$ cat config.mk
export PLATFORM = sky130hd
export DESIGN_NAME = fpa_prep
export DESIGN_NICKNAME = d
export VERILOG_FILES = /design/src/hdl/fpa_pkg.sv /design/src/hdl/fpa_prep.sv
export SDC_FILE = /design/constraint.sdc
export NUM_CORES = 2
export LEC_CHECK = 0
export BUFFER_PORTS_ARGS = -buffer_cell sky130_fd_sc_hd__buf_2
export CORE_MARGIN = 4
export CORE_UTILIZATION = 50
export DETAILED_ROUTE_END_ITERATION = 10
export PLACE_DENSITY = 0.68
export SETUP_SLACK_MARGIN = 0.05
export SLEW_MARGIN = 30
export SYNTH_ARGS = -nofsm -noshare
export SYNTH_HDL_FRONTEND = slang
export SYNTH_SLANG_ARGS = --single-unit
$ cat constraint.sdc
create_clock -name clk -period 11.13 [get_ports clk]
set_clock_uncertainty 0.1 [all_clocks]
set_input_delay 3.339 -clock clk [delete_from_list [all_inputs] [get_ports clk]]
set_output_delay 3.339 -clock clk [all_outputs]
set_load 0.02 [all_outputs]
$ cat src/hdl/fpa_pkg.sv
// shared types, operation codes and defaults for the fixed-point alu
package fpa_pkg;

    // default number of fraction bits
    localparam int FRAC_BITS_DEF = 8;

    // quotient bits resolved in each divider stage
    localparam int DIV_BITS_PER_STAGE = 4;

    // operation codes
    localparam logic [3:0] OP_ADD     = 4'd0;
    localparam logic [3:0] OP_SUB     = 4'd1;
    localparam logic [3:0] OP_MUL     = 4'd2;
    localparam logic [3:0] OP_DIV     = 4'd3;
    localparam logic [3:0] OP_GT      = 4'd4;
    localparam logic [3:0] OP_LT      = 4'd5;
    localparam logic [3:0] OP_GE      = 4'd6;
    localparam logic [3:0] OP_LE      = 4'd7;
    localparam logic [3:0] OP_EQ      = 4'd8;
    localparam logic [3:0] OP_NE      = 4'd9;
    localparam logic [3:0] OP_MIN     = 4'd10;
    localparam logic [3:0] OP_MAX     = 4'd11;
    localparam logic [3:0] OP_INC     = 4'd12;
    localparam logic [3:0] OP_DEC     = 4'd13;
    localparam logic [3:0] OP_TOINT   = 4'd14;
    localparam logic [3:0] OP_FROMINT = 4'd15;

    // side information that rides alongside the divider data
    typedef struct packed {
        logic [3:0]  kind;
        logic [31:0] quick;
        logic [31:0] mulr;
        logic        cmp;
        logic        dz;
        logic        neg;
    } fpa_side_t;

endpackage

$ cat src/hdl/fpa_prep.sv
// input register, simple operations, multiplier and divider set-up
module fpa_prep
    import fpa_pkg::*;
#(
    parameter int FRAC_BITS = FRAC_BITS_DEF,
    localparam int WORK_W = 32 + FRAC_BITS
)
(
    input  logic               clk,
    input  logic               rst_n,
    input  logic               in_valid,
    output logic               in_ready,
    input  logic [3:0]         kind,
    input  logic signed [31:0] operand_a,
    input  logic signed [31:0] operand_b,
    input  logic               down_ready,
    output logic               s_valid,
    output fpa_side_t          s_side,
    output logic [31:0]        s_divisor,
    output logic [WORK_W-1:0]  s_work
);

    localparam logic [31:0] FRAC_MASK = (32'd1 << FRAC_BITS) - 32'd1;

    logic               s1_valid_reg;
    logic               s1_valid_next;
    logic [3:0]         s1_kind_reg;
    logic signed [31:0] s1_a_reg;
    logic signed [31:0] s1_b_reg;
    logic               s1_advance;

    logic               s2_valid_reg;
    logic               s2_valid_next;
    fpa_side_t          s2_side_reg;
    fpa_side_t          s2_side_next;
    logic [31:0]        s2_divisor_reg;
    logic [31:0]        s2_divisor_next;
    logic [WORK_W-1:0]  s2_work_reg;
    logic [WORK_W-1:0]  s2_work_next;
    logic               s2_advance;

    logic signed [63:0] prod;
    logic signed [31:0] tsum;
    logic signed [31:0] toint_v;
    logic [31:0]        abs_a;
    logic [31:0]        abs_b;
    logic               le_ab;
    logic               ge_ab;

    // a stage moves when it is empty or the next one takes its word
    assign s2_advance = !s2_valid_reg || down_ready;
    assign s1_advance = !s1_valid_reg || s2_advance;
    assign in_ready   = s1_advance;

    assign s1_valid_next = s1_advance ? in_valid : s1_valid_reg;
    assign s2_valid_next = s2_advance ? s1_valid_reg : s2_valid_reg;

    // input register
    always_ff @(posedge clk or negedge rst_n)
    begin
        if (!rst_n)
        begin
            s1_valid_reg <= 1'b0;
        end
        else
        begin
            s1_valid_reg <= s1_valid_next;
        end
    end

    always_ff @(posedge clk)
    begin
        if (s1_advance && in_valid)
        begin
            s1_kind_reg <= kind;
            s1_a_reg    <= operand_a;
            s1_b_reg    <= operand_b;
        end
    end

    // simple operations, product and divider operands
    always_comb
    begin
        prod    = 64'(s1_a_reg) * 64'(s1_b_reg);
        tsum    = s1_a_reg + $signed(s1_a_reg[31] ? FRAC_MASK : 32'd0);
        toint_v = tsum >>> FRAC_BITS;
        abs_a   = s1_a_reg[31] ? (~s1_a_reg + 32'd1) : s1_a_reg;
        abs_b   = s1_b_reg[31] ? (~s1_b_reg + 32'd1) : s1_b_reg;
        le_ab   = s1_a_reg <= s1_b_reg;
        ge_ab   = s1_a_reg >= s1_b_reg;

        s2_side_next       = '0;
        s2_side_next.kind  = s1_kind_reg;
        s2_side_next.mulr  = prod[FRAC_BITS+31:FRAC_BITS];
        s2_side_next.dz    = (s1_kind_reg == OP_DIV) && (s1_b_reg == 32'sd0);
        s2_side_next.neg   = s1_a_reg[31] ^ s1_b_reg[31];

        case (s1_kind_reg)
            OP_ADD:     s2_side_next.quick = s1_a_reg + s1_b_reg;
            OP_SUB:     s2_side_next.quick = s1_a_reg - s1_b_reg;
            OP_GT:      s2_side_next.cmp   = s1_a_reg > s1_b_reg;
            OP_LT:      s2_side_next.cmp   = s1_a_reg < s1_b_reg;
            OP_GE:      s2_side_next.cmp   = ge_ab;
            OP_LE:      s2_side_next.cmp   = le_ab;
            OP_EQ:      s2_side_next.cmp   = s1_a_reg == s1_b_reg;
            OP_NE:      s2_side_next.cmp   = s1_a_reg != s1_b_reg;
            OP_MIN:     s2_side_next.quick = le_ab ? s1_a_reg : s1_b_reg;
            OP_MAX:     s2_side_next.quick = ge_ab ? s1_a_reg : s1_b_reg;
            OP_INC:     s2_side_next.quick = s1_a_reg + 32'sd1;
            OP_DEC:     s2_side_next.quick = s1_a_reg - 32'sd1;
            OP_TOINT:   s2_side_next.quick = toint_v;
            OP_FROMINT: s2_side_next.quick = s1_a_reg <<< FRAC_BITS;
            default:    s2_side_next.quick = 32'd0;
        endcase

        s2_divisor_next = abs_b;
        s2_work_next    = WORK_W'(abs_a) << FRAC_BITS;
    end

    // operation register
    always_ff @(posedge clk or negedge rst_n)
    begin
        if (!rst_n)
        begin
            s2_valid_reg <= 1'b0;
        end
        else
        begin
            s2_valid_reg <= s2_valid_next;
        end
    end

    always_ff @(posedge clk)
    begin
        if (s2_advance && s1_valid_reg)
        begin
            s2_side_reg    <= s2_side_next;
            s2_divisor_reg <= s2_divisor_next;
            s2_work_reg    <= s2_work_next;
        end
    end

    assign s_valid   = s2_valid_reg;
    assign s_side    = s2_side_reg;
    assign s_divisor = s2_divisor_reg;
    assign s_work    = s2_work_reg;

endmodule

* After elaboration in Yosys (flattened, before gate mapping)
Cells that the tools add are included.
** Word-level totals
- Register bits after elaboration :: 205
- Output and inout port bits :: 145
** Operators by class
- Reduce and logical (&&, ||, !) cells :: 9
- Multipliers :: 1
- Muxes and demuxes :: 7
- Add/sub/neg operators :: 7
- Equal/unequal tests :: 16
- $lt $le $gt $ge :: 4
- Bitwise gates (word level) :: 3
** Operator list (number)
- one-hot mux 32 bit (8 select lines) :: 1
- adder 32 x 1 -> 32 bit (second input constant) :: 2
- 2-to-1 mux 32 bit :: 2
- inverter 32 bit :: 2
- 2-to-1 mux 31 bit :: 2
- multiplier 32 x 32 -> 40 bit :: 1
- adder 32 x 2 -> 32 bit (second input constant) :: 1
- adder 32 bit :: 1
- adder 32 x 9 -> 32 bit :: 1
- equality test 32 bit :: 1
- equality test 4 bit (second input constant) :: 8
- greater-or-equal comparator 32 bit :: 1
- greater-than comparator 32 bit :: 1
- less-or-equal comparator 32 bit :: 1
- zero test 32 bit :: 1
- < comparator 32 bit :: 1
- inequality test 32 bit :: 1
- subtractor 32 x 2 -> 32 bit (second input constant) :: 1
- subtractor 32 bit :: 1
- equality test 4 x 3 -> 1 bit (second input constant) :: 4
- 2-to-1 mux 8 bit :: 1
- one-hot mux 1 bit (6 select lines) :: 1
- equality test 4 x 1 -> 1 bit (second input constant) :: 1
- equality test 4 x 2 -> 1 bit (second input constant) :: 1
- other kinds (5) :: 9

* Logic depth before layout (Yosys ltp)
- Word-level depth :: 4
- Gate-level depth with buffers :: 30
- Mapped depth without buffers :: 28

* Worst setup path after synthesis
Ideal clock, no wire load.
- Kind :: register to register
- From :: register s1_a_reg[9]
- To :: register s2_side_reg (netlist bit s_side[33]), data pin
- Stages on the path, launching flop included :: 28
- Path buffers :: 3
- Arrival :: 8.010 ns
- Data required time :: 10.766 ns
- Path slack :: 2.756 ns
- Path through :: edfxtp_1 clkbuf_1 inv_1 clkbuf_1 clkbuf_1 nor2_1 fa_1 fa_1 fa_1 inv_1 fa_1 inv_1 fa_1 inv_1 fa_1 inv_1 fa_1 fa_1 ha_1 a21oi_1 o21ai_0 a221oi_1 o21ai_0 or4_1 a21o_1 o41ai_1 nor2_1 o41a_1
** Between the ends
- Longest elaborated chain between the ends :: 1
** Ends and longest elaborated chain
- start, declared :: RTL line fpa_prep.sv:28 : logic signed [31:0] s1_a_reg;
- start signal, assigned :: RTL line fpa_prep.sv:76 : s1_a_reg <= operand_a;
- multiplier 32 x 32 -> 40 bit :: RTL line fpa_prep.sv:84 : prod = 64'(s1_a_reg) * 64'(s1_b_reg);
- named net prod[38] :: RTL line fpa_prep.sv:42 : logic signed [63:0] prod;
- end signal, assigned :: RTL line fpa_prep.sv:137 : s2_side_reg <= s2_side_next;
- end, declared :: RTL line fpa_prep.sv:34 : fpa_side_t s2_side_reg;
The timed path passes the listed nets, and every way through them passes these cells.
A chain may end at the register's enable or synchronous reset.

* Worst setup path in the final report
- From :: register s1_b_reg[8]
- To :: register s2_side_reg (netlist bit s_side[33]), data pin
** Between the ends
- Longest elaborated chain between the ends :: 1
** Ends and longest elaborated chain
- start, declared :: RTL line fpa_prep.sv:29 : logic signed [31:0] s1_b_reg;
- start signal, assigned :: RTL line fpa_prep.sv:77 : s1_b_reg <= operand_b;
- multiplier 32 x 32 -> 40 bit :: RTL line fpa_prep.sv:84
- named net prod[38] :: RTL line fpa_prep.sv:42
The timed path passes the listed nets, and every way through them passes these cells.

==> impl_metrics.json <==
{
  "vias": 28700,
  "hp-start": "s1_valid_reg",
  "crit_type": "register to register",
  "clkSlewWorstSetupHoldPaths_ns": 0.08,
  "cts_max_level": 1,
  "syn_inst": 3872,
  "firstDrtPassIters": 7,
  "grt_max_degree": 66,
  "drv_slew": 0,
  "synth_edf_count": 203,
  "cts_hold_buffers": 0,
  "drive_gt1_share_pct": 9.67,
  "cp-end-kind": "register",
  "syn_avg_cell_area_um2": 9.45,
  "ys_top_cells_by_count": "inv_1, fa_1, nand2_1",
  "crit_buf_inv": 6,
  "ys.flop_type": "edfxtp_1",
  "grt_pass1_vias": 30300,
  "ys_seq_elements": 205,
  "fin_util_pct": 55.1,
  "fin_nets": 4947,
  "antenna_left": 0,
  "synth.most_common_cell": "inv_1",
  "ys_async_sr_fraction_pct": 0.976,
  "gp_congestion": 1.02,
  "yosysUniqueCellTypes": 75,
  "drc": 0,
  "clock_latency_ns": 0.61,
  "antenna_found_initial": 11,
  "detail_route.wl_per_cell_um": 25.0,
  "holdWs_ns": 0.402,
  "yosysWarnings": 0,
  "cpPeakStageDelay_ns": 0.82,
  "synth_top_cell_by_area": "fa_1",
  "seq_area_um2": 6150,
  "multi_input_area_um2": 26900,
  "status": "completed",
  "post-cts-setup-buffer-count": 0,
  "worst_path_most_repeated_cell": "fa_1",
  "cts_sinks": 205,
  "rows": 98,
  "port_buffers": 208,
  "largest_reg_flops": 71,
  "tns_ns": 0,
  "timing.rr.start": "s1_b_reg[8]",
  "hold_viol_final": 0,
  "slowest_stage": "edfxtp_1",
  "cts_inserted_buffers": 26,
  "period_share_pct": 83.2,
  "fp.dieW_um": 279,
  "slew_headroom_pct": 31.7,
  "root_buffer": "clkbuf_16",
  "grt_pass1_wl_um": 188000,
  "placed_cell_area_um2": 38800,
  "grt_setup_unrepaired": "no",
  "io_pins": 217,
  "startpoint": "s1_b_reg[8]",
  "start_util_pct": 50.9,
  "start_kind": "register",
  "synth-seq-area-share_pct": 16.8,
  "cap_violations": 0,
  "worst_slew_pin_slew_ns": 1.02,
  "fmax_mhz": 108,
  "die_area_um2": 77600,
  "overflow": 0,
  "hold_class": "register to register",
  "worst_ep_required_time_ns": 11.39,
  "fillerInstances": 6443,
  "place_hpwl_um": 94200,
  "core_area_um2": 72000,
  "die_h_um": 279,
  "critical_path_arrival_ns": 9.51,
  "synth_top_area_share_pct": 35.2,
  "grt_use_total_pct": 32.0,
  "drtIter0Drc": 3185,
  "stdcell_area_um2": 39700,
  "layout_min_cycle_time_ns": 9.26,
  "cp_max_fo": 21,
  "cts.path.max_buffers": 3,
  "vias_per_cell": 5.79,
  "area_delta_synth_final_pct": 8.41,
  "cts_tree": "done",
  "synthesis.area_um2": 36600,
  "cts_resized": 0,
  "routed_wl_um": 124000,
  "synth.area.top_cells": "fa_1, edfxtp_1, ha_1",
  "critPathTopFamily": "adder cells",
  "setup_viol": 0
}
placed cells by master, fill, tap and decap left out, drive strengths merged, types with 19 or more instances in the layout:
| master | instances |
|---|---|
| inv | 731 |
| fa | 644 |
| nand2 | 411 |
| and2 | 357 |
| buf | 308 |
| ha | 246 |
| edfxtp | 203 |
| xnor2 | 179 |
| nor2 | 169 |
| a21oi | 102 |
| o21ai | 70 |
| xor2 | 47 |
| nand3 | 40 |
| nand2b | 30 |
| a21o | 28 |
| nor3 | 28 |
| clkbuf | 28 |
| mux2i | 27 |
| o31ai | 23 |
| o21a | 22 |
| or3 | 21 |
| or4 | 21 |
| nand4 | 19 |
| a222oi | 19 |
layout make-up:
type / instances / area share (%)
multi-input combinational: 2713 / 67.8
sequential: 205 / 15.5
inverter: 731 / 6.91
timing repair buffer: 308 / 4.62
tap: 950 / 3.00
clock buffer: 28 / 1.66
clock inverter: 19 / 0.530
antenna: 6 / 0.0378
layer usage:
layer / wire (µm) / global-route usage, % / up-vias
met3: 14700 / 8.73 / 419
met5: 13 / 0.611 / -
li1: - / - / 12300
met1: 47600 / 42.2 / 14200
met2: 54100 / 49.2 / 1713
met4: 7490 / 15.6 / 2
worst paths after layout:
check / to / slack (ns) / cells after the start
min in group asynchronous: s1_valid_reg / 2.44 / 1
setup / recovery: s_side[33] / 1.87 / 25
hold / removal: s_valid / 0.40 / 1
max in group asynchronous: s_valid / 8.40 / 1
setup reg to reg: s_side[33] / 1.87 / 25
hold reg to reg: s_valid / 0.40 / 1
stage by stage:
stage / cells / setup WS, ns
global route: 4958 / 1.40
floorplan: 3879 / 2.76
CTS: 4952 / 1.89
detailed placement: 4905 / 1.84
global placement: 4903 / 1.97
finish: 4960 / 1.87
cells by family after synthesis:
group,synth area share [%]
buf+inv,9.96
xor+xnor,5.41
fa+ha+maj,43.6
mux,0.923
compound gates,7.45
simple gates,15.8
other cells,0.0102
flops,16.8
worst reg2reg max path: stages, from the launching register on:
cell and delay, ns:
edfxtp_1 0.82, buf_4 0.48, nand2_1 0.14, fa_1 0.43, inv_1 0.07, fa_1 0.43, fa_1 0.51, inv_1 0.05
fa_1 0.48, inv_1 0.07, fa_1 0.51, inv_1 0.06, fa_1 0.53, inv_1 0.05, fa_1 0.49, fa_1 0.41
ha_1 0.36, a21oi_1 0.13, o21ai_0 0.12, a221oi_1 0.31, o21ai_0 0.35, or4_1 0.61, a21o_1 0.26, o41ai_1 0.75
nor2_1 0.12, o41a_1 0.42
Power is not shown: default switching activity piles up to over one toggle a cycle in this logic, so the estimate is an artifact.
