## src/hdl/fpa_pkg.sv

```systemverilog
// shared types, operation codes and defaults for the fixed-point alu
package fpa_pkg;

    // default number of fraction bits
    localparam int FRAC_BITS_DEF = 8;

    // quotient bits resolved in each divider stage
    localparam int DIV_BITS_PER_STAGE = 4;

    // operation codes
    localparam logic [3:0] OP_ADD     = 4'd0;
    localparam logic [3:0] OP_SUB     = 4'd1;
    localparam logic [3:0] OP_MUL     = 4'd2;
    localparam logic [3:0] OP_DIV     = 4'd3;
    localparam logic [3:0] OP_GT      = 4'd4;
    localparam logic [3:0] OP_LT      = 4'd5;
    localparam logic [3:0] OP_GE      = 4'd6;
    localparam logic [3:0] OP_LE      = 4'd7;
    localparam logic [3:0] OP_EQ      = 4'd8;
    localparam logic [3:0] OP_NE      = 4'd9;
    localparam logic [3:0] OP_MIN     = 4'd10;
    localparam logic [3:0] OP_MAX     = 4'd11;
    localparam logic [3:0] OP_INC     = 4'd12;
    localparam logic [3:0] OP_DEC     = 4'd13;
    localparam logic [3:0] OP_TOINT   = 4'd14;
    localparam logic [3:0] OP_FROMINT = 4'd15;

    // side information that rides alongside the divider data
    typedef struct packed {
        logic [3:0]  kind;
        logic [31:0] quick;
        logic [31:0] mulr;
        logic        cmp;
        logic        dz;
        logic        neg;
    } fpa_side_t;

endpackage

```

## src/hdl/fpa_final.sv

```systemverilog
// quotient sign fix, result selection and output register
module fpa_final
    import fpa_pkg::*;
#(
    parameter int WORK_W = 32 + FRAC_BITS_DEF
)
(
    input  logic               clk,
    input  logic               rst_n,
    input  logic               up_valid,
    output logic               up_ready,
    input  fpa_side_t          up_side,
    input  logic [WORK_W-1:0]  up_work,
    output logic               out_valid,
    input  logic               out_stall,
    output logic signed [31:0] result,
    output logic               compare_true,
    output logic               divide_by_zero
);

    logic        valid_reg;
    logic        valid_next;
    logic [31:0] result_reg;
    logic [31:0] result_next;
    logic        cmp_reg;
    logic        dz_reg;
    logic [31:0] quot;
    logic        advance;

    assign advance    = !valid_reg || !out_stall;
    assign up_ready   = advance;
    assign valid_next = advance ? up_valid : valid_reg;

    // quotient keeps its low 32 bits, sign applied afterwards
    always_comb
    begin
        quot = up_side.neg ? (~up_work[31:0] + 32'd1) : up_work[31:0];
        case (up_side.kind)
            OP_MUL:  result_next = up_side.mulr;
            OP_DIV:  result_next = up_side.dz ? 32'd0 : quot;
            default: result_next = up_side.quick;
        endcase
    end

    always_ff @(posedge clk or negedge rst_n)
    begin
        if (!rst_n)
        begin
            valid_reg <= 1'b0;
        end
        else
        begin
            valid_reg <= valid_next;
        end
    end

    always_ff @(posedge clk)
    begin
        if (advance && up_valid)
        begin
            result_reg <= result_next;
            cmp_reg    <= up_side.cmp;
            dz_reg     <= up_side.dz;
        end
    end

    assign out_valid      = valid_reg;
    assign result         = $signed(result_reg);
    assign compare_true   = cmp_reg;
    assign divide_by_zero = dz_reg;

endmodule

```

## config.mk

```make
export PLATFORM = sky130hd
export DESIGN_NAME = fpa_final
export DESIGN_NICKNAME = d
export VERILOG_FILES = /design/src/hdl/fpa_pkg.sv /design/src/hdl/fpa_final.sv
export SDC_FILE = /design/constraint.sdc
export NUM_CORES = 1
export LEC_CHECK = 0
export BUFFER_PORTS_ARGS = -buffer_cell sky130_fd_sc_hd__buf_2
export CAP_MARGIN = 10
export CORE_AREA = 4 4 77 79
export CTS_CLUSTER_SIZE = 8
export DETAILED_ROUTE_END_ITERATION = 16
export DIE_AREA = 0 0 81 83
export GPL_TIMING_DRIVEN = 1
export PLACE_DENSITY = 0.93
export SYNTH_ARGS = -nofsm -noshare
export SYNTH_HDL_FRONTEND = slang
export SYNTH_SLANG_ARGS = --single-unit
```

## constraint.sdc

```tcl
create_clock -name clk -period 5.6 [get_ports clk]
set_clock_uncertainty 0.1 [all_clocks]
set_input_delay 1.12 -clock clk [delete_from_list [all_inputs] [get_ports clk]]
set_output_delay 1.12 -clock clk [all_outputs]
set_load 0.01 [all_outputs]
```

# == Yosys cells after proc, flatten, opt, wreduce, memory -nomap -nowiden ==
# Index checks and enable logic that the tools add are counted.
# Widths: inputs -> output; s select.
# classes
addsub,1
n_mul,0
n_div,0
n_lt_le_gt_ge,0
n_eq_ne,2
shift,0
n_mux,3
bitwise_logic,1
reduce_logical,4
# op_table
op,n
$mux 32,2
$pmux 32 s2,1
$add 32x1->32 const B,1
$not 32->32,1
$eq 4x2->1 const B,2
$logic_not 1->1,2
$logic_and 1x1->1,1
$logic_or 1x1->1,1
# word_totals
ff_bits,35
latch_bits,0
mem_bits_rw,0
rom_bits,0
in_bits,115
out_inout_bits,36
wordCells,15
n_memories,0

# == Logic depth before layout (Yosys ltp) ==
# Gate-level depths: netlist of the first run.
# depth
ltp_word,5
ltp_mapped,7
mapped_depth_nobuf,7

# == Worst setup path after synthesis of the first run ==
# No wires, ideal clock.
# synth_path
path_type,input to register
from,in up_work[0]
to,"reg result_reg[29] (netlist: result[29]), data pin"
setup_time_ps,266
arrival_time_ps,2890
t_required_ps,5234
setup_slack_ps,2344
path_stages,6
n_path_buf,1
cell_sequence,or4_4 -> or4b_4 -> buf_6 -> o41ai_4 -> xor2_1 -> o21ai_1
# synth_between
elab_chain_cells,5
# synth_rtl
element,line_no,text
"start, declared",fpa_final.sv:13,"input logic [WORK_W-1:0] up_work,"
$not 32->32,fpa_final.sv:37,quot = up_side.neg ? (~up_work[31:0] + 32'd1) : up_work[31:0];
$add 32x1->32,fpa_final.sv:37,
$mux 32,fpa_final.sv:37,
$mux 32,fpa_final.sv:40,OP_DIV: result_next = up_side.dz ? 32'd0 : quot;
$pmux 32 s2,fpa_final.sv:38,case (up_side.kind)
named net result_next[29],fpa_final.sv:24,logic [31:0] result_next;
"end signal, assigned",fpa_final.sv:61,result_reg <= result_next;
"end, declared",fpa_final.sv:23,logic [31:0] result_reg;
# The timed path passes the listed nets, and every way through them passes these cells.
# A chain may end at the register's enable or synchronous reset.

# == Final worst setup path of the first run ==
# layout_path
from,in up_side[67] (netlist name)
to,"reg result_reg[17] (netlist: result[17]), data pin"
# layout_between
elab_chain_cells,2
elab_cells_between_ends,3
classes_between,eq/ne (2); mux (1)
# layout_rtl
element,line_no,text
"start, declared",fpa_final.sv:12,"input fpa_side_t up_side,"
$eq 4x2->1,fpa_final.sv:38,
$pmux 32 s2 *,fpa_final.sv:38,
named net result_next[17],fpa_final.sv:24,
# The timed path passes the listed nets; every way through them passes the cells marked *.

==> results of run 1 <==
-- metrics by stage --
stage               std cells  cell area, sq um  setup WS, ns  total power (W)
floorplan                 249              2354         2.344        0.0003963
global placement          450              3105         1.731        0.0004691
detailed placement        450              3105         1.698        0.0004750
CTS                       458              3223         1.985        0.0007059
global route              458              3223         1.642        0.0007360
finish                    458              3223         1.988        0.0007028
-- synthesized netlist by cell type --
library cell,n,area [sq um]
xnor2_1,7,61.31
a221oi_1,8,70.07
ha_1,1,12.51
buf_6,1,11.26
buf_1,2,7.510
nor3_1,6,30.03
o21ai_1,1,5.000
o41ai_2,2,32.53
or4b_2,1,10.01
o41ai_1,6,52.55
nand4_1,2,12.51
edfxtp_1,34,1021
xor2_1,23,201.4
inv_1,3,11.26
clkbuf_1,12,45.04
o31ai_1,9,67.56
a21oi_1,23,115.1
nand3_1,2,10.01
nor2_1,38,142.6
clkinv_1,1,3.750
o21ai_0,14,70.07
o22ai_1,19,118.9
or3_1,3,18.77
nor4b_1,1,8.760
or2_2,2,12.51
dfrtp_1,1,25.02
or4b_4,1,13.76
nand2b_1,5,31.28
and2_1,2,12.51
o41ai_4,1,27.53
nor4_1,2,12.51
and3_1,3,18.77
or4_4,1,11.26
nand2_1,11,41.29
a22oi_1,1,7.510
-- final cells by class --
class / count / area [sq um] / share of cell area, %
clock buffers: 6 / 82.58 / 2.562
well taps: 72 / 90.09 / 2.795
inverters: 4 / 15.01 / 0.4658
multi-input cells: 195 / 1229 / 38.12
repair buffers: 144 / 725.7 / 22.52
flip-flops and latches: 35 / 1046 / 32.45
clock inverters: 2 / 35.03 / 1.087
-- kinds of logic (layout without fill, tap and decap cells) --
logic type	count (synthesis)	count (layout)	share of synthesized area [%]
XOR/XNOR	30	30	11.16
buffers and inverters	19	156	3.349
AND/OR/NAND/NOR	80	80	16.43
AO/OA/AOI/OAI	84	84	24.08
adder cells (fa/ha/maj)	1	1	0.5315
flip-flops	35	35	44.44
-- worst register-to-register path, cell delays in order, from the launching register on --
cell,delay [ns]
dfrtp_1,0.37
nand2_1,0.11
and2_1,0.42
buf_4,0.41
-- power groups by stage --
| stage | combinational, W | sequential [W] | clock, W |
|---|---|---|---|
| floorplan | 0.0000680 | 0.000328 | 0 |
| global placement | 0.000151 | 0.000318 | 0 |
| detailed placement | 0.000156 | 0.000319 | 0 |
| CTS | 0.000156 | 0.000313 | 0.000236 |
| global route | 0.000173 | 0.000314 | 0.000249 |
| finish | 0.000156 | 0.000313 | 0.000233 |
-- worst paths after layout --
path	depth (start not counted)	slack (ns)	start	to
max in group asynchronous	1	4.81	rst_n	out_valid
min reg2reg	2	0.46	out_valid	out_valid
min	2	0.46	out_valid	out_valid
max reg2reg	3	3.87	out_valid	result[10]
min in group asynchronous	1	0.51	rst_n	out_valid
max	5	1.99	up_side[67]	result[17]
-- routing by layer --
| layer | part of all wire (%) | vias up | GRT usage (%) |
|---|---|---|---|
| met3 | 8.8 | 23 | 4.989 |
| met4 | 3.0 | 0 | 7.834 |
| li1 | - | 1218 | - |
| met2 | 52 | 137 | 38.01 |
| met5 | 0 | - | 0 |
| met1 | 36 | 1190 | 25.10 |
==> metrics.md, run 1 <==
| Metric | Value |
|---|---|
| Slew margin rel. | 27.08% |
| Critical-path top delay cell | nor2_1 |
| Worst-path cell chain | buf_2 > clkinv_1 > nor2_1 > nand2_1 > o22ai_1 |
| CTS max path bufs | 2 |
| Root Buffer | clkbuf_8 |
| # setup viols final | 0 |
| Chip height | 83 um |
| Seq/Total Area, Yosys | 44.44% |
| Net Count, Synth | 365 |
| Final hold vios | 0 |
| Max Cap Viol | 0 |
| Critical path class | input port to flop |
| Grt ovf | 0 |
| Initial antenna violation count | 0 |
| Crit path DAT | 3.62 ns |
| Initial DRC Count | 179 |
| Final core occ | 60.38% |
| Site Rows | 27 |
| Gpl congestion | 0.8057 |
| CP required | 5.61 ns |
| Fill cell total of the finished layout | 486 |
| Count of warnings emitted by yosys | 0 |
| DP Wirelength | 6052 um |
| Post-CTS Setup Bufs | 0 |
| Final TNS setup | 0 ns |
| DRT antenna net count | 0 |
| PortBufs | 142 |
| Most common cell after layout, fill and taps aside | buf_2 |
| Clk pin slew, worst setup/hold paths | 0.07 ns |
| Hold WS | 0.4598 ns |
| Skew-Pair Late Insertion Delay | 0.27 ns |
| Clock power frac | 33.2% |
| Slew @ Worst Pin | 1.091 ns |
| Pin count of the biggest net entering global routing | 35 |
| I/O pin total | 151 |
| Layout cells sized above 1 | 41.45% |
| Syn Inst Count | 249 |
| Crit path launch type | input port |
| CTS tree | done |
| Vias in the first global route | 2514 |
| Most frequent cells in the layout | buf_2, nor2_1, edfxtp_1, xor2_1, a21oi_1 |
| Switching share of power | 25.58% |
| Hold_buf cts | 0 |
| Max incr delay on CP | 0.79 ns |
| Die footprint | 6723 sq um |
| NetSw | 0.0001798 W |
| Clock Sinks | 35 |
| Vias per cell | 5.607 |
| WP buf/inv | 2 |
| Synth Area per Inst | 9.452 sq um |
| Max reg flops | 32 |
| Status | completed |
| Gr usage total | 21.64% |
| CP endpoint kind | flop |
| Max H-tree Level | 2 |
| Seq cells post-synth | 35 |
| Comb pwr share | 22.3% |
| Power density over the cells | 218.1 nW/um^2 |
| Pins Over Slew Limit | 0 |
| Synthesized area | 2354 sq um |
| Final wirelength | 7495 um |
| First-pass DRT Iterations | 4 |
| Inserted Clock Buffers | 5 |
| First-pass GRT wire length | 11550 um |
| Initial Util | 44.09% |
| VDD IR max | 172.0 uV |
| Area grow syn2layout | 36.95% |
| Unrepaired setup endpoints after global routing | no |
| Tcrit/Tclk final | 64.50% |
| Die X | 81 um |
| Max frequency | 276.8 MHz |
| Drt wl/cell | 16.36 um |
| Kind of cell adding the most delay to the critical path | simple AND/OR/NAND/NOR gates |
| Antenna cells | 0 |
| Nets | 501 |
| DR DRC count | 0 |
| Synth unique cells | 35 |
| Sequential fraction of design power | 44.6% |
| Post-cts resize count | 0 |
| Crit path max fanout | 34 |
| Vias | 2568 |
| Leakage power | 1.400 nW |
| Core ar. | 5338 sq um |
| Worst hold path type | flop to flop |
| Fin crit period | 3.612 ns |
| Internal Power | 0.0005231 W |
(Power assumes the default switching activity.)
==> run 2: changes to the inputs <==
--- a/config.mk
+++ b/config.mk
@@ -7,12 +7,12 @@
 export LEC_CHECK = 0
 export BUFFER_PORTS_ARGS = -buffer_cell sky130_fd_sc_hd__buf_2
 export CAP_MARGIN = 10
-export CORE_AREA = 4 4 77 79
+export CORE_AREA = 4 4 79 81
 export CTS_CLUSTER_SIZE = 8
 export DETAILED_ROUTE_END_ITERATION = 16
-export DIE_AREA = 0 0 81 83
+export DIE_AREA = 0 0 83 85
 export GPL_TIMING_DRIVEN = 1
-export PLACE_DENSITY = 0.93
+export PLACE_DENSITY = 0.89
 export SYNTH_ARGS = -nofsm -noshare
 export SYNTH_HDL_FRONTEND = slang
 export SYNTH_SLANG_ARGS = --single-unit
==> constraint.sdc (replaced) <==
create_clock -name clk -period 3.6 [get_ports clk]
set_clock_uncertainty 0.1 [all_clocks]
set_input_delay 0.72 -clock clk [delete_from_list [all_inputs] [get_ports clk]]
set_output_delay 0.72 -clock clk [all_outputs]
set_load 0.01 [all_outputs]
==> run 2 against run 1 <==
- sequential power up 56%
- critical path depth grew 1
- global-route usage down 1.6 points
- sequential share of layout area fell by 0.075 points
- register-to-register slack lost 1.7 ns
- flip-flop and latch count unchanged
- largest cell class unchanged
==> metrics.md, run 2 (synthesis results as in run 1) <==
| Metric | Value |
|---|---|
| Area grow syn2layout | 37.27% |
| Grt ovf | 0 |
| Vias | 2515 |
| GR met2 Demand/Resource | 34.18% |
| Status | completed |
| Unrepaired setup endpoints after global routing | no |
| Initial Util | 43.00% |
| Crit path max fanout | 11 |
| Max frequency | 344.1 MHz |
| WP buf/inv | 1 |
| Max incr delay on CP | 0.63 ns |
| DR DRC count | 0 |
| Nets | 502 |
| Worst hold path type | input port to async pin |
| Core ar. | 5473 sq um |
| CP required | 3.50 ns |
| Max H-tree Level | 2 |
| Kind of cell adding the most delay to the critical path | simple AND/OR/NAND/NOR gates |
| Hold_buf cts | 0 |
| Skew-Pair Late Insertion Delay | 0.28 ns |
| PortBufs | 142 |
| Top Usage Layer GRT | met2 |
| Antenna cells | 0 |
| Pre-CTS setup slack | 0.3756 ns |
| DRT antenna net count | 0 |
| Site Rows | 27 |
| Drt wl/cell | 16.30 um |
| Final wirelength | 7481 um |
| Clk pin slew, worst setup/hold paths | 0.07 ns |
| Pin count of the biggest net entering global routing | 35 |
| Chip height | 85 um |
| Die footprint | 7055 sq um |
| Crit path launch type | input port |
| Final worst slack | 0.6935 ns |
| Post-CTS Setup Bufs | 0 |
| Die X | 83 um |
| Final TNS setup | 0 ns |
| First-pass DRT Iterations | 4 |
| First-pass GRT wire length | 11580 um |
| Post-cts resize count | 0 |
| CP endpoint kind | flop |
| Pins Over Slew Limit | 0 |
| Clock Sinks | 35 |
| I/O pin total | 151 |
| Power density over the cells | 339.1 nW/um^2 |
| Vias per cell | 5.479 |
| Tcrit/Tclk final | 80.73% |
| VDD IR max | 185.3 uV |
| Worst-path cell chain | buf_2 > or4_4 > or4b_4 > o41ai_1 > xor2_1 > o21ai_0 |
| Vias in the first global route | 2381 |
| Fin crit period | 2.906 ns |
| DP Wirelength | 5951 um |
| Most common cell after layout, fill and taps aside | buf_2 |
| # setup viols final | 0 |
| Critical path class | input port to flop |
| Most frequent cells in the layout | buf_2, nor2_1, edfxtp_1, xor2_1, a21oi_1 |
| Initial antenna violation count | 1 |
| Critical-path top delay cell | or4b_4 |
| Slew @ Worst Pin | 1.156 ns |
| Max Cap Viol | 0 |
| Initial DRC Count | 203 |
| Leakage power | 1.405 nW |
| M1 GR Usage | 24.50% |
| Max reg flops | 32 |
| Inserted Clock Buffers | 5 |
| CTS max path bufs | 2 |
| Layout cells sized above 1 | 41.60% |
| CTS tree | done |
| Gr usage total | 20.05% |
| Slew margin rel. | 22.73% |
| Crit path DAT | 2.81 ns |
| Gpl congestion | 0.7928 |
| Root Buffer | clkbuf_8 |
| Final hold vios | 0 |
| Final core occ | 59.03% |
| Met3 usage | 4.757% |
[run 2: cell types whose count changed in the layout (fill, tap and decap cells not counted)]
cell   delta
buf_4     +1
[run 2: final cells by class]
cell class | count | area, sq um
Clock inverter | 2 | 35.03
Timing Repair Buffer | 145 | 733.2
Tap cell | 72 | 90.09
Sequential cell | 35 | 1046
Inverter | 4 | 15.01
Clock buffer | 6 | 82.58
Multi-Input combinational cell | 195 | 1229
Fill cell | 512 | 2242
[run 2: path summary, 6_finish.rpt]
kind,cells past startpoint,slack [ns],from,endpoint
setup / recovery,6,0.69,up_work[0],result[31]
hold / removal,1,0.1,rst_n,out_valid
setup reg to reg,3,2.13,out_valid,result[12]
hold reg to reg,2,0.46,out_valid,out_valid
max in group asynchronous,1,3.22,rst_n,out_valid
min in group clk,2,0.46,out_valid,out_valid
[run 2: worst reg2reg max path: stages, from the launching register on]
cell and delay [ns]:
dfrtp_1 0.38, nand2_1 0.10, and2_1 0.13, buf_4 0.39
[run 2: stage by stage]
stage / std cells / hold WS (ns) / total power [W] / cell area (sq um)
2_1_floorplan: 249 / 0.3244 / 0.0006165 / 2354
3_3_place_gp: 451 / 0.3891 / 0.0007308 / 3113
3_5_place_dp: 451 / 0.3962 / 0.0007386 / 3113
4_1_cts: 459 / 0.09116 / 0.001107 / 3231
5_1_grt: 459 / 0.08367 / 0.001153 / 3231
6_report: 459 / 0.09642 / 0.001096 / 3231
[run 2: report_power, final]
part / total, W / internal [W] / switching (W) / leakage [nW]
clock network: 0.000365 / 0.000224 / 0.000141 / 0.0612
logic: 0.000244 / 0.000110 / 0.000134 / 1.01
registers: 0.000487 / 0.000481 / 0.00000581 / 0.334
total: 0.00110 / 0.000814 / 0.000281 / 1.40
[run 2: layer usage]
layer	vias up	wire [um]
li1	1221	-
met1	1166	2927
met2	108	3874
met3	18	483
met4	2	189
met5	-	7
