**config.mk**
```make
export PLATFORM = sky130hd
export DESIGN_NAME = fpa_div_stage
export DESIGN_NICKNAME = d
export VERILOG_FILES = /design/src/hdl/fpa_pkg.sv /design/src/hdl/fpa_div_stage.sv
export SDC_FILE = /design/constraint.sdc
export NUM_CORES = 1
export LEC_CHECK = 0
export ABC_AREA = 1
export BUFFER_PORTS_ARGS = -buffer_cell sky130_fd_sc_hd__buf_2
export CORE_MARGIN = 10
export CORE_UTILIZATION = 45
export CTS_CLUSTER_DIAMETER = 30
export DETAILED_ROUTE_END_ITERATION = 16
export GPL_TIMING_DRIVEN = 0
export PLACE_DENSITY = 0.74
export SLEW_MARGIN = 20
export SYNTH_ARGS = -nofsm -noshare
export SYNTH_HDL_FRONTEND = slang
export SYNTH_SLANG_ARGS = --single-unit
```
**constraint.sdc**
```tcl
create_clock -name clk -period 17 [get_ports clk]
set_input_delay 3.4 -clock clk [delete_from_list [all_inputs] [get_ports clk]]
set_output_delay 3.4 -clock clk [all_outputs]
set_load 0.005 [all_outputs]
```
**src/hdl/fpa_pkg.sv**
```systemverilog
// shared types, operation codes and defaults for the fixed-point alu
package fpa_pkg;

    // default number of fraction bits
    localparam int FRAC_BITS_DEF = 8;

    // quotient bits resolved in each divider stage
    localparam int DIV_BITS_PER_STAGE = 4;

    // operation codes
    localparam logic [3:0] OP_ADD     = 4'd0;
    localparam logic [3:0] OP_SUB     = 4'd1;
    localparam logic [3:0] OP_MUL     = 4'd2;
    localparam logic [3:0] OP_DIV     = 4'd3;
    localparam logic [3:0] OP_GT      = 4'd4;
    localparam logic [3:0] OP_LT      = 4'd5;
    localparam logic [3:0] OP_GE      = 4'd6;
    localparam logic [3:0] OP_LE      = 4'd7;
    localparam logic [3:0] OP_EQ      = 4'd8;
    localparam logic [3:0] OP_NE      = 4'd9;
    localparam logic [3:0] OP_MIN     = 4'd10;
    localparam logic [3:0] OP_MAX     = 4'd11;
    localparam logic [3:0] OP_INC     = 4'd12;
    localparam logic [3:0] OP_DEC     = 4'd13;
    localparam logic [3:0] OP_TOINT   = 4'd14;
    localparam logic [3:0] OP_FROMINT = 4'd15;

    // side information that rides alongside the divider data
    typedef struct packed {
        logic [3:0]  kind;
        logic [31:0] quick;
        logic [31:0] mulr;
        logic        cmp;
        logic        dz;
        logic        neg;
    } fpa_side_t;

endpackage

```
**src/hdl/fpa_div_stage.sv**
```systemverilog
// one stage of the restoring divider, resolving STEPS quotient bits per stage
module fpa_div_stage
    import fpa_pkg::*;
#(
    parameter int WORK_W = 32 + FRAC_BITS_DEF,
    parameter int STEPS  = DIV_BITS_PER_STAGE
)
(
    input  logic              clk,
    input  logic              rst_n,
    input  logic              up_valid,
    output logic              up_ready,
    input  fpa_side_t         up_side,
    input  logic [31:0]       up_divisor,
    input  logic [31:0]       up_rem,
    input  logic [WORK_W-1:0] up_work,
    input  logic              down_ready,
    output logic              s_valid,
    output fpa_side_t         s_side,
    output logic [31:0]       s_divisor,
    output logic [31:0]       s_rem,
    output logic [WORK_W-1:0] s_work
);

    logic              valid_reg;
    logic              valid_next;
    fpa_side_t         side_reg;
    logic [31:0]       divisor_reg;
    logic [31:0]       rem_reg;
    logic [31:0]       rem_next;
    logic [WORK_W-1:0] work_reg;
    logic [WORK_W-1:0] work_next;
    logic              advance;

    assign advance    = !valid_reg || down_ready;
    assign up_ready   = advance;
    assign valid_next = advance ? up_valid : valid_reg;

    // shift in one dividend bit per step, subtract where the divisor fits
    always_comb
    begin
        logic [32:0] trial;
        rem_next  = up_rem;
        work_next = up_work;
        for (int j = 0; j < STEPS; j++)
        begin
            trial     = {rem_next, work_next[WORK_W-1]};
            work_next = work_next << 1;
            if (trial >= {1'b0, up_divisor})
            begin
                trial        = trial - {1'b0, up_divisor};
                work_next[0] = 1'b1;
            end
            rem_next = trial[31:0];
        end
    end

    always_ff @(posedge clk or negedge rst_n)
    begin
        if (!rst_n)
        begin
            valid_reg <= 1'b0;
        end
        else
        begin
            valid_reg <= valid_next;
        end
    end

    always_ff @(posedge clk)
    begin
        if (advance && up_valid)
        begin
            side_reg    <= up_side;
            divisor_reg <= up_divisor;
            rem_reg     <= rem_next;
            work_reg    <= work_next;
        end
    end

    assign s_valid   = valid_reg;
    assign s_side    = side_reg;
    assign s_divisor = divisor_reg;
    assign s_rem     = rem_reg;
    assign s_work    = work_reg;

endmodule

```
After elaboration in Yosys (flattened, before gate mapping)

Cells that the tools add are included.

Output and inout bits: 177
RAM bits: 0
Word-level logic and storage cells: 29
ROM bits: 0
Memories kept: 0
Latch bits: 0
Register bits after elaboration: 176

Div/mod/pow operators: 0
Add/sub/neg operators: 4
Shifts and indexed selects: 0
Equality and inequality tests: 0
Magnitude comparators: 4
Reductions and logical operators: 3
$mul: 0
Bitwise logic cells: 0
Muxes and demuxes: 8

Operators with widths:

| kind                | number |
|---|---|
| $ge A33 B32 Y1      | 4 |
| $mux W32            | 4 |
| $sub A32 B32 Y32    | 4 |
| $mux W1             | 4 |
| $logic_and A1 B1 Y1 | 1 |
| $logic_not A1 Y1    | 1 |
| $logic_or A1 B1 Y1  | 1 |

Logic depth before layout (Yosys ltp)

Gate-level depths: netlist of the first run.

Depth in word-level cells: 8
Gate-level depth with buffers: 63
Gate-level depth less buffers: 60

Least setup slack after synthesis of the first run

No wires, ideal clock.

Kind: input to register
From: input port up_valid
To: register divisor_reg[0] (netlist: s_divisor[0]), enable pin
Stages on the path: 2
Path buffers: 0
Arrival: 11.850 ns
Setup time: 0.767 ns
Slack: 4.383 ns
Cell sequence: inv_1 a21oi_1

Word-level cells in the longest chain between the ends: 1

Ends and longest elaborated chain:

| item                 | RTL line            | text |
|---|---|---|
| start, declared      | fpa_div_stage.sv:11 | `input logic up_valid,` |
| $logic_and A1 B1 Y1  | fpa_div_stage.sv:72 | `if (advance && up_valid)` |
| end signal, assigned | fpa_div_stage.sv:75 | `divisor_reg <= up_divisor;` |
| end, declared        | fpa_div_stage.sv:28 | `logic [31:0] divisor_reg;` |

No other way between the ends.
A chain may end at the register's enable or synchronous reset.

Worst setup path in the final report of the first run

From: input port up_divisor[29]
To: register rem_reg[15] (netlist: s_rem[15]) (data pin)

Word-level cells in the longest chain between the ends: 8
Elaborated cells on any way between the ends: 12
Those cells by class: add/sub: 4; order compare: 4; mux: 4

Ends and longest elaborated chain:

| item                                               | RTL line                                 | text |
|---|---|---|
| start, declared                                    | fpa_div_stage.sv:14                      | `input logic [31:0] up_divisor,` |
| $sub A32 B32 Y32 or $ge A33 B32 Y1 (tied branches) | fpa_div_stage.sv:51, fpa_div_stage.sv:49 |  |
| $mux W32                                           | fpa_div_stage.sv:49                      | `if (trial >= {1'b0, up_divisor})` |
| $sub A32 B32 Y32 or $ge A33 B32 Y1 (tied branches) | fpa_div_stage.sv:51, fpa_div_stage.sv:49 |  |
| $mux W32                                           | fpa_div_stage.sv:49                      |  |
| $ge A33 B32 Y1 or $sub A32 B32 Y32 (tied branches) | fpa_div_stage.sv:49, fpa_div_stage.sv:51 |  |
| $mux W32                                           | fpa_div_stage.sv:49                      |  |
| $sub A32 B32 Y32 or $ge A33 B32 Y1 (tied branches) | fpa_div_stage.sv:51, fpa_div_stage.sv:49 |  |
| $mux W32 *                                         | fpa_div_stage.sv:49                      |  |
| net rem_next[15]                                   | fpa_div_stage.sv:30                      | `logic [31:0] rem_next;` |
| end signal, assigned                               | fpa_div_stage.sv:76                      | `rem_reg <= rem_next;` |
| end, declared                                      | fpa_div_stage.sv:29                      | `logic [31:0] rem_reg;` |

Mark *: on every way through the listed nets, which the timed path passes. The rest lies on a longest branch.

==> reports/summary.txt, run 1 <==
clock root cell: clkbuf_16
Overflow after GRT: 0
post-route ant nets: 0
IO buf count: 355
RePlAce Congestion: 1.02
Num CTS Buffers: 17
Setup Fix Bufs, Post-CTS: 0
most common cell after layout, fill and taps aside: nand2_1
Clock Tree Buf Depth: 2
num rows: 66
Final TNS setup: 0 ns
worst-skew pair later-pin latency: 0.44 ns
share of the synthesized area in the top cell type: 35.5%
post-CTS sizing: 0
CP max FO: 10
syn_nets: 2,251
Synth Flop Type: edfxtp_1
RSZ-0062 raised after global routing: false
PnR worst setup slack: 3.61 ns
HPWL after DPL: 47.6 mm
Post-synth EDFFs: 175
via count: 14,900
htree depth: 4
die height: 201 um
share of post-route cells with drive strength above 1: 20.8%
pre-CTS setup slack: 3.49 ns
status: finished clean
first-pass GRT wire length: 83.4 mm
register area share after synthesis: 35.7%
PD cells: 181 nW/um^2
endpoints failing hold: 0
vias in the first global route: 14,500
synthesized area: 14,800 um^2
critical path class: in -> reg
ys async rst share: 0.568%
synth-to-layout area growth: 21.1%
post-layout power: 3250 uW
Placed Area: 17,400 um^2
synth warn: 0
drt total wl: 54.9 mm
Sink Count: 176
Core ar.: 32,500 um^2
DRC errors left: 0
Final #Nets: 2,633
CTS clk-pin slew, worst paths: 0.06 ns
Worst Path Required: 17.16 ns
DR vias/cell: 5.37
Worst-Margin Slew: 0.766 ns
area of the die: 40,600 um^2
average size of a mapped cell: 7.63 um^2
largest net degree at the start of global routing: 27
Peak VDD IR: 0.000116 V
antenna violations before repair: 2
leakage: 0.00878 uW
Ports: 356
Die X: 201 um
crit path DAT: 13.55 ns
hold_buf cts: 0
cell mode on critical path: nand2_1
Final period util: 78.8%
Critical Path Slowest Stage Cell: buf_1
endpoints failing setup: 0
Yosys reg bits: 176
Max Fclk: 74.7 MHz
CP max stage delay: 0.57 ns
Rel. slew slack: 48.5%
final core utilization: 55.1%
worst hold path class: reg -> reg
starting density of the core: 45.5%
Synth area leaders: edfxtp_1, nand2_1, ha_1
Cell variety after synth: 51
Post-Layout Inst Area: 17,900 um^2
Synth area leader: edfxtp_1
DR WL/cell: 19.8 um
fillers: 3,113
Gate Count Post-Synth: 1,940
Max Clock Skew: 0.0152 ns
CTS tree: yes
total global-route track usage: 26.2%
most frequent cells in the layout: nand2_1, buf_2, inv_1
Worst setup SP type: primary input
Tmin final: 13.39 ns
Max Cap Viol: 0
DRT iter0 DRCs: 1,050
ANT cells: 0
Crit. End Element: flop
DR pass1 iterations: 5
Slew Limit Fails: 0
==> state kept, by name, summed over array words and instances (netlist names) <==
register and cells:
s_divisor 32, s_rem 32, s_side 71, s_valid 1
s_work 40
==> report_power, final <==
part,switching (uW),internal (uW),total (uW)
registers,13.7,612,626
logic,1450,791,2240
clock network,166,219,385
total,1630,1620,3250
==> synthesized netlist by cell type, types with 2 or more instances <==
library cell  count
nor3_1           20
o21ai_1          13
edfxtp_1        175
xor2_1           64
nor2_2            4
inv_2             6
o21ai_0          84
a221oi_1          4
nand4_1          23
a21oi_2           5
nand2_1         589
nor2_4            3
xnor2_1          35
nand3_4           3
nor2_1          144
buf_4             7
o221ai_1          2
clkbuf_1          2
inv_1           220
nand3_1         135
ha_1            128
fa_1              4
o21bai_1         18
a21boi_0          2
o21a_1            9
o2111ai_1         2
and2_1            3
o211ai_1          4
or2_2             5
a31oi_1           8
nor4_1           11
nand2_2          19
a21o_1           10
nand3b_1         10
buf_2            15
a21oi_1         121
nand3_2          14
or2_1             2
a211oi_1          2
buf_6             4
==> critical path, delay by kind of cell <==
kind                       cells  cell delay, ns
adders and majority gates      4            1.43
buffers and inverters         12            2.20
AOI/OAI and AO/OA             10            2.26
and+or+nand+nor               25            4.21
==> cells by family after synthesis <==
| logic type | share of synthesized area [%] |
|---|---|
| AOI/OAI and AO/OA | 11.1 |
| and+or+nand+nor | 29.0 |
| DFF | 35.7 |
| adders and majority gates | 11.4 |
| buffers and inverters | 7.10 |
| xor gates and xnor gates | 5.85 |
==> final timing paths <==
path,startpoint,to,slack [ns],cells past startpoint
max in group asynchronous,rst_n,s_valid,14.18,1
min in group asynchronous,rst_n,s_valid,2.74,1
min,s_valid,s_valid,0.58,2
max reg2reg,s_valid,s_rem[29],14.72,6
max,up_divisor[29],s_rem[15],3.61,51
min reg2reg,s_valid,s_valid,0.58,2
==> per-stage QoR <==
| stage | hold WS, ns | cells |
|---|---|---|
| after floorplan | 0.528 | 1940 |
| final | 0.579 | 2777 |
| after global placement | 0.488 | 2737 |
| after detailed placement | 0.579 | 2745 |
| after CTS | 0.581 | 2777 |
| after global routing | 0.632 | 2777 |
==> layer usage <==
layer	global-route usage, %	part of all wire, %	vias to the layer above
met5	0	0.036	-
met4	11.0	3.9	2
met3	4.24	6.6	92
met2	46.5	50	578
met1	30.6	40	6940
li1	-	-	7303
==> cell type report <==
| cell class | instances | area, um^2 | area share [%] |
|---|---|---|---|
| buffer | 30 | 204 | 1.14 |
| clock buffer | 18 | 429 | 2.39 |
| clock inverter | 14 | 154 | 0.858 |
| inverter | 226 | 848 | 4.73 |
| multi-input combinational | 1508 | 8490 | 47.3 |
| sequential | 176 | 5280 | 29.4 |
| tap | 442 | 553 | 3.08 |
| timing repair buffer | 363 | 1980 | 11.1 |
Note: power is estimated with default switching activity, not from simulation.
==> inputs of run 2 (changes only) <==
==> constraint.sdc (replaced) <==
create_clock -name clk -period 12.6 [get_ports clk]
set_input_delay 2.52 -clock clk [delete_from_list [all_inputs] [get_ports clk]]
set_output_delay 2.52 -clock clk [all_outputs]
set_load 0.005 [all_outputs]
==> run 2 against run 1 <==
Flip-flop and latch count did not move. Routed wire length rose by 0.17%. Final cell count unchanged. Clock power grew 35%. Critical path depth rose by 8. Non-clock buffer count unchanged. Combinational power is 35% higher. Clock skew fell by 0.0027 ns. Hold slack hardly changed. Core utilization increased by 0.11 points.
==> reports/summary.txt, run 2 (same netlist as run 1, synthesis figures left out) <==
status: finished clean (unchanged)
cell mode on critical path: nand2_1 (unchanged)
first-pass GRT wire length: 83.4 mm (unchanged)
die height: 201 um (unchanged)
Hold Startpoint: s_valid (unchanged)
PnR worst setup slack: 0.560 ns (was 3.61 ns)
Slew Limit Fails: 0 (unchanged)
placed cell count: 2,745 (unchanged)
Final #Nets: 2,633 (unchanged)
IO buf count: 355 (unchanged)
Crit. End Element: flop (unchanged)
CTS tree: yes (unchanged)
vias in the first global route: 14,500 (unchanged)
RSZ-0062 raised after global routing: false (unchanged)
most frequent cells in the layout: nand2_1, buf_2, inv_1 (unchanged)
final hold slack: 0.579 ns (about the same)
RePlAce Congestion: 1.02 (unchanged)
DR WL/cell: 19.8 um (about the same)
via count: 14,900 (about the same)
Max Clock Skew: 0.0126 ns (was 0.0152 ns)
Core ar.: 32,500 um^2 (unchanged)
Setup Fix Bufs, Post-CTS: 0 (unchanged)
CP max FO: 10 (unchanged)
Max Fclk: 83.1 MHz
RR Endpoint: s_rem[29] (unchanged)
synth-to-layout area growth: 21.4% (was 21.1%)
ANT cells: 0 (unchanged)
Peak VDD IR: 0.000156 V (was 0.000116 V)
post-CTS sizing: 0 (unchanged)
HPWL after DPL: 47.6 mm (unchanged)
Die X: 201 um (unchanged)
Hold Path End: s_valid (unchanged)
critical path class: in -> reg (unchanged)
Ports: 356 (unchanged)
largest net degree at the start of global routing: 27 (unchanged)
worst-skew pair later-pin latency: 0.44 ns (about the same)
endpoints failing hold: 0 (unchanged)
crit path DAT: 12.21 ns (was 13.55 ns)
hold_buf cts: 0 (unchanged)
CP max stage delay: 0.37 ns (was 0.57 ns)
final non-filler cell total: 2,777 (unchanged)
antenna violations before repair: 2 (unchanged)
most common cell after layout, fill and taps aside: nand2_1 (unchanged)
clock root cell: clkbuf_16 (unchanged)
Critical Path Slowest Stage Cell: ha_1 (was buf_1)
Largest register FFs: 71 (unchanged)
worst hold path class: reg -> reg (unchanged)
total global-route track usage: 26.2% (unchanged)
DR pass1 iterations: 5 (unchanged)
Tmin final: 12.04 ns
drt total wl: 55.0 mm (was 54.9 mm)
R2R setup slack: 10.32 ns (was 14.72 ns)
num rows: 66 (unchanged)
endpoints failing setup: 0 (unchanged)
final core utilization: 55.3% (was 55.1%)
PD cells: 244 nW/um^2 (was 181 nW/um^2)
pre-CTS setup slack: -0.0316 ns (was 3.49 ns)
area of the die: 40,600 um^2 (unchanged)
Final TNS setup: 0 ns (unchanged)
post-route ant nets: 0 (unchanged)
Hold Path Cell Cnt: 2 (unchanged)
Worst setup SP type: primary input (unchanged)
reg2reg start: s_valid (unchanged)
Final period util: 95.6%
share of post-route cells with drive strength above 1: 20.9% (was 20.8%)
DRC errors left: 0 (unchanged)
Worst Path Required: 12.77 ns (was 17.16 ns)
CTS clk-pin slew, worst paths: 0.06 ns (about the same)
DR vias/cell: 5.37 (about the same)
Reg2Reg Depth: 6 (unchanged)
Num CTS Buffers: 17 (unchanged)
DRT iter0 DRCs: 1,124 (was 1,050)
Max Cap Viol: 0 (unchanged)
Overflow after GRT: 0 (unchanged)
Clock Tree Buf Depth: 2 (unchanged)
leakage: 0.00879 uW (was 0.00878 uW)
Worst-Margin Slew: 0.716 ns (was 0.766 ns)
htree depth: 4 (unchanged)
Rel. slew slack: 51.8% (was 48.5%)
Sink Count: 176 (unchanged)
starting density of the core: 45.5% (unchanged)
## run 2: changes by cell type in the layout (fill, tap and decap cells not counted), sizes merged
cell / delta
clkbuf: +4
buf: -4
## run 2: report_power, final
group,switching [uW],internal [uW],leakage [uW]
Sequential,18.4,826,0.00168
Combinational,1960,1070,0.00683
Clock,224,295,0.000280
## run 2: worst max-delay path, delay by kind of cell
kind                       cells  cell delay [ns]
and+or+nand+nor               35             4.35
buffers and inverters         12             2.12
AOI/OAI and AO/OA              8             1.83
adders and majority gates      4             1.38
## run 2: layout make-up
cell class              instances  area [um^2]
flip-flops and latches        176         5280
fillers                      3111        14600
multi-input cells            1508         8520
clock inverters                14          154
inverters                     226          848
clock buffers                  18          429
repair buffers                363         1980
well taps                     442          553
plain buffers                  30          214
## run 2: stage by stage
step | instance area [um^2] | total power [uW]
floorplan | 14800 | 3020
global placement | 17100 | 3770
detailed placement | 17400 | 3820
CTS | 17900 | 4350
global route | 18000 | 4760
finish | 18000 | 4390
## run 2: worst max path at each step
| stage | startpoint | cells past startpoint | end | slack (ns) |
|---|---|---|---|---|
| after global placement | up_valid | 3 | s_divisor[26] | -2.05 |
| after detailed placement | up_divisor[29] | 51 | s_rem[15] | -0.03 |
| after global routing | up_divisor[29] | 61 | s_rem[26] | 0.06 |
| after CTS | up_divisor[29] | 51 | s_rem[15] | 0.40 |
| final | up_divisor[29] | 59 | s_rem[7] | 0.56 |
| after floorplan | up_valid | 2 | s_divisor[0] | 0.86 |
## run 2: routing by layer
layer | vias to the layer above | global-route usage [%] | wire (um) | share of wire (%)
met5 | - | 0 | 20 | 0.036
met4 | 2 | 11.0 | 2250 | 4.1
met3 | 88 | 4.24 | 3630 | 6.6
met2 | 598 | 46.5 | 27100 | 49
met1 | 6923 | 30.6 | 22000 | 40
li1 | 7289 | - | - | -
==> inputs of run 3 (changes only) <==
--- a/config.mk
+++ b/config.mk
@@ -12,7 +12,7 @@
 export CTS_CLUSTER_DIAMETER = 30
 export DETAILED_ROUTE_END_ITERATION = 16
 export GPL_TIMING_DRIVEN = 0
-export PLACE_DENSITY = 0.74
+export PLACE_DENSITY = 0.77
 export SLEW_MARGIN = 20
 export SYNTH_ARGS = -nofsm -noshare
 export SYNTH_HDL_FRONTEND = slang
==> constraint.sdc (replaced) <==
create_clock -name clk -period 10.1 [get_ports clk]
set_input_delay 2.02 -clock clk [delete_from_list [all_inputs] [get_ports clk]]
set_output_delay 2.02 -clock clk [all_outputs]
set_load 0.005 [all_outputs]
==> run 3 against run 2 <==
First-iteration DRC count is 0.80% higher. Critical path depth down 2. Die area stayed put. Critical path type unchanged. Global-route usage increased by 1.3 points. Clock power grew 27%. Final cell count up 4.3%. Worst setup slack got worse by 0.36 ns. Non-clock buffer count is 112 higher. Critical endpoint is now s_rem[27]. Highest routed layer is now met4. Sequential share of layout area decreased by 3.7 points.
==> reports/summary.txt, run 3 (same netlist as run 1, synthesis figures left out) <==
Largest register FFs: 71 (unchanged)
Int Power: 3200 uW (was 2190 uW)
area of the die: 40,600 um^2 (unchanged)
CP max FO: 10 (unchanged)
Die X: 201 um (unchanged)
drt total wl: 61.9 mm (was 55.0 mm)
IO buf count: 355 (unchanged)
worst hold path class: reg -> reg (unchanged)
Final #Nets: 2,745 (was 2,633)
Critical Path Slowest Stage Cell: ha_1 (unchanged)
DR vias/cell: 5.48 (was 5.37)
DR pass1 iterations: 6 (was 5)
total global-route track usage: 27.5% (was 26.2%)
largest net degree at the start of global routing: 26 (was 27)
Sequential Area: 5280 um^2 (unchanged)
DRT iter0 DRCs: 1,133 (was 1,124)
DR WL/cell: 21.4 um (was 19.8 um)
Ports: 356 (unchanged)
Worst setup SP type: primary input (unchanged)
most frequent cells in the layout: nand2_1, buf_2, inv_1 (unchanged)
hold_buf cts: 0 (unchanged)
CTS tree: yes (unchanged)
pre-CTS setup slack: -2.14 ns (was -0.0316 ns)
Final TNS setup: 0 ns (unchanged)
CTS clk-pin slew, worst paths: 0.06 ns (about the same)
DR top layer: met4 (was met5)
Overflow after GRT: 0 (unchanged)
Slew Limit Fails: 0 (unchanged)
RePlAce Congestion: 0.962 (was 1.02)
Worst-Margin Slew: 0.652 ns (was 0.716 ns)
NetSw: 3160 uW (was 2200 uW)
PD cells: 308 nW/um^2 (was 244 nW/um^2)
Clock Tree Buf Depth: 2 (unchanged)
vias in the first global route: 14,800 (was 14,500)
HPWL after DPL: 49.3 mm (was 47.6 mm)
combinational share of power: 73.0% (was 69.0%)
Crit. End Element: flop (unchanged)
DRT met1 WL: 23.5 mm (was 22.0 mm)
via count: 15,900 (was 14,900)
starting density of the core: 45.5% (unchanged)
endpoints failing hold: 0 (unchanged)
Num CTS Buffers: 17 (unchanged)
PnR worst setup slack: 0.201 ns (was 0.560 ns)
Worst Path Required: 10.27 ns (was 12.77 ns)
WL met3: 4.23 mm (was 3.63 mm)
first-pass GRT wire length: 86.4 mm (was 83.4 mm)
Sw Ratio: 49.7% (was 50.1%)
Hold Startpoint: s_valid (unchanged)
Final period util: 98.0%
Multi-input gate area: 9880 um^2 (was 8520 um^2)
Clk pwr share: 10.4% (was 11.8%)
endpoints failing setup: 0 (unchanged)
Critical Path Source: up_divisor[29] (unchanged)
synth-to-layout area growth: 39.1% (was 21.4%)
CP max stage delay: 0.37 ns (about the same)
status: finished clean (unchanged)
critical path class: in -> reg (unchanged)
antenna violations before repair: 7 (was 2)
worst-skew pair later-pin latency: 0.45 ns (was 0.44 ns)
reg2reg start: s_valid (unchanged)
post-route ant nets: 0 (unchanged)
Seq pwr share: 16.6% (was 19.2%)
share of post-route cells with drive strength above 1: 34.7% (was 20.9%)
Max Fclk: 101 MHz
Max Clock Skew: 0.0180 ns (was 0.0126 ns)
clock root cell: clkbuf_16 (unchanged)
num rows: 66 (unchanged)
Sink Count: 176 (unchanged)
Core ar.: 32,500 um^2 (unchanged)
met2 WL post-DR: 30.9 mm (was 27.1 mm)
htree depth: 4 (unchanged)
Peak VDD IR: 0.000209 V (was 0.000156 V)
most common cell after layout, fill and taps aside: nand2_1 (unchanged)
DRC errors left: 0 (unchanged)
die height: 201 um (unchanged)
Reg2Reg Depth: 7 (was 6)
Max Cap Viol: 0 (unchanged)
Tmin final: 9.90 ns
leakage: 0.00942 uW (was 0.00879 uW)
Rel. slew slack: 56.1% (was 51.8%)
Hold Path Cell Cnt: 2 (unchanged)
fillers: 2,773 (was 3,111)
crit path DAT: 10.07 ns (was 12.21 ns)
[run 3: final timing paths]
path | endpoint | slack [ns]
worst max-delay path | s_rem[27] | 0.20
max in group asynchronous | s_valid | 8.67
worst min-delay path | s_valid | 0.60
worst min register to register | s_valid | 0.60
min in group asynchronous | s_valid | 1.35
worst max register to register | s_side[41] | 7.76
[run 3: critical path, delay by kind of cell]
kind,cells,cell delay (ns)
AOI/OAI and AO/OA,9,1.45
buffers and inverters,15,1.84
and+or+nand+nor,29,3.43
adders and majority gates,4,1.28
[run 3: area by class of cell]
| class | count | share of cell area (%) |
|---|---|---|
| antenna | 7 | 0.0850 |
| buffer | 30 | 1.85 |
| clock buffer | 17 | 2.06 |
| clock inverter | 15 | 0.844 |
| inverter | 226 | 4.62 |
| multi-input combinational | 1508 | 48.0 |
| sequential | 176 | 25.6 |
| tap | 442 | 2.68 |
| timing repair buffer | 475 | 14.3 |
[run 3: power by group through the flow]
stage / combinational [uW] / sequential (uW) / clock, uW
detailed placement: 3700 / 1070 / 0
global route: 5010 / 1060 / 693
finish: 4640 / 1050 / 659
global placement: 3650 / 1080 / 0
floorplan: 2660 / 1100 / 0
CTS: 3880 / 1060 / 669
[run 3: metrics by stage]
stage / util (%) / instances / power (uW) / hold WS, ns / instance area, um^2
after floorplan: - / 1940 / 3760 / 0.551 / 14800
after detailed placement: 53.4 / 2746 / 4770 / 0.587 / 17400
after global placement: 52.7 / 2737 / 4730 / 0.512 / 17100
after CTS: 57.8 / 2808 / 5610 / 0.602 / 18800
after global routing: 63.3 / 2895 / 6760 / 0.644 / 20600
final: 63.3 / 2896 / 6360 / 0.601 / 20600
[run 3: per-layer routing]
layer	track usage, %	vias up
met5	0	-
met4	13.5	0
met3	4.14	155
met2	49.0	746
met1	31.5	7449
li1	-	7519
[run 3: timing repair]
| action | CTS | global route |
|---|---|---|
| gates resized for setup | 126 | 267 |
| buffers inserted | 30 | 75 |
| gates cloned | 0 | 6 |
| pin swaps | 15 | 43 |
| endpoints found under the setup margin | 33 | 33 |
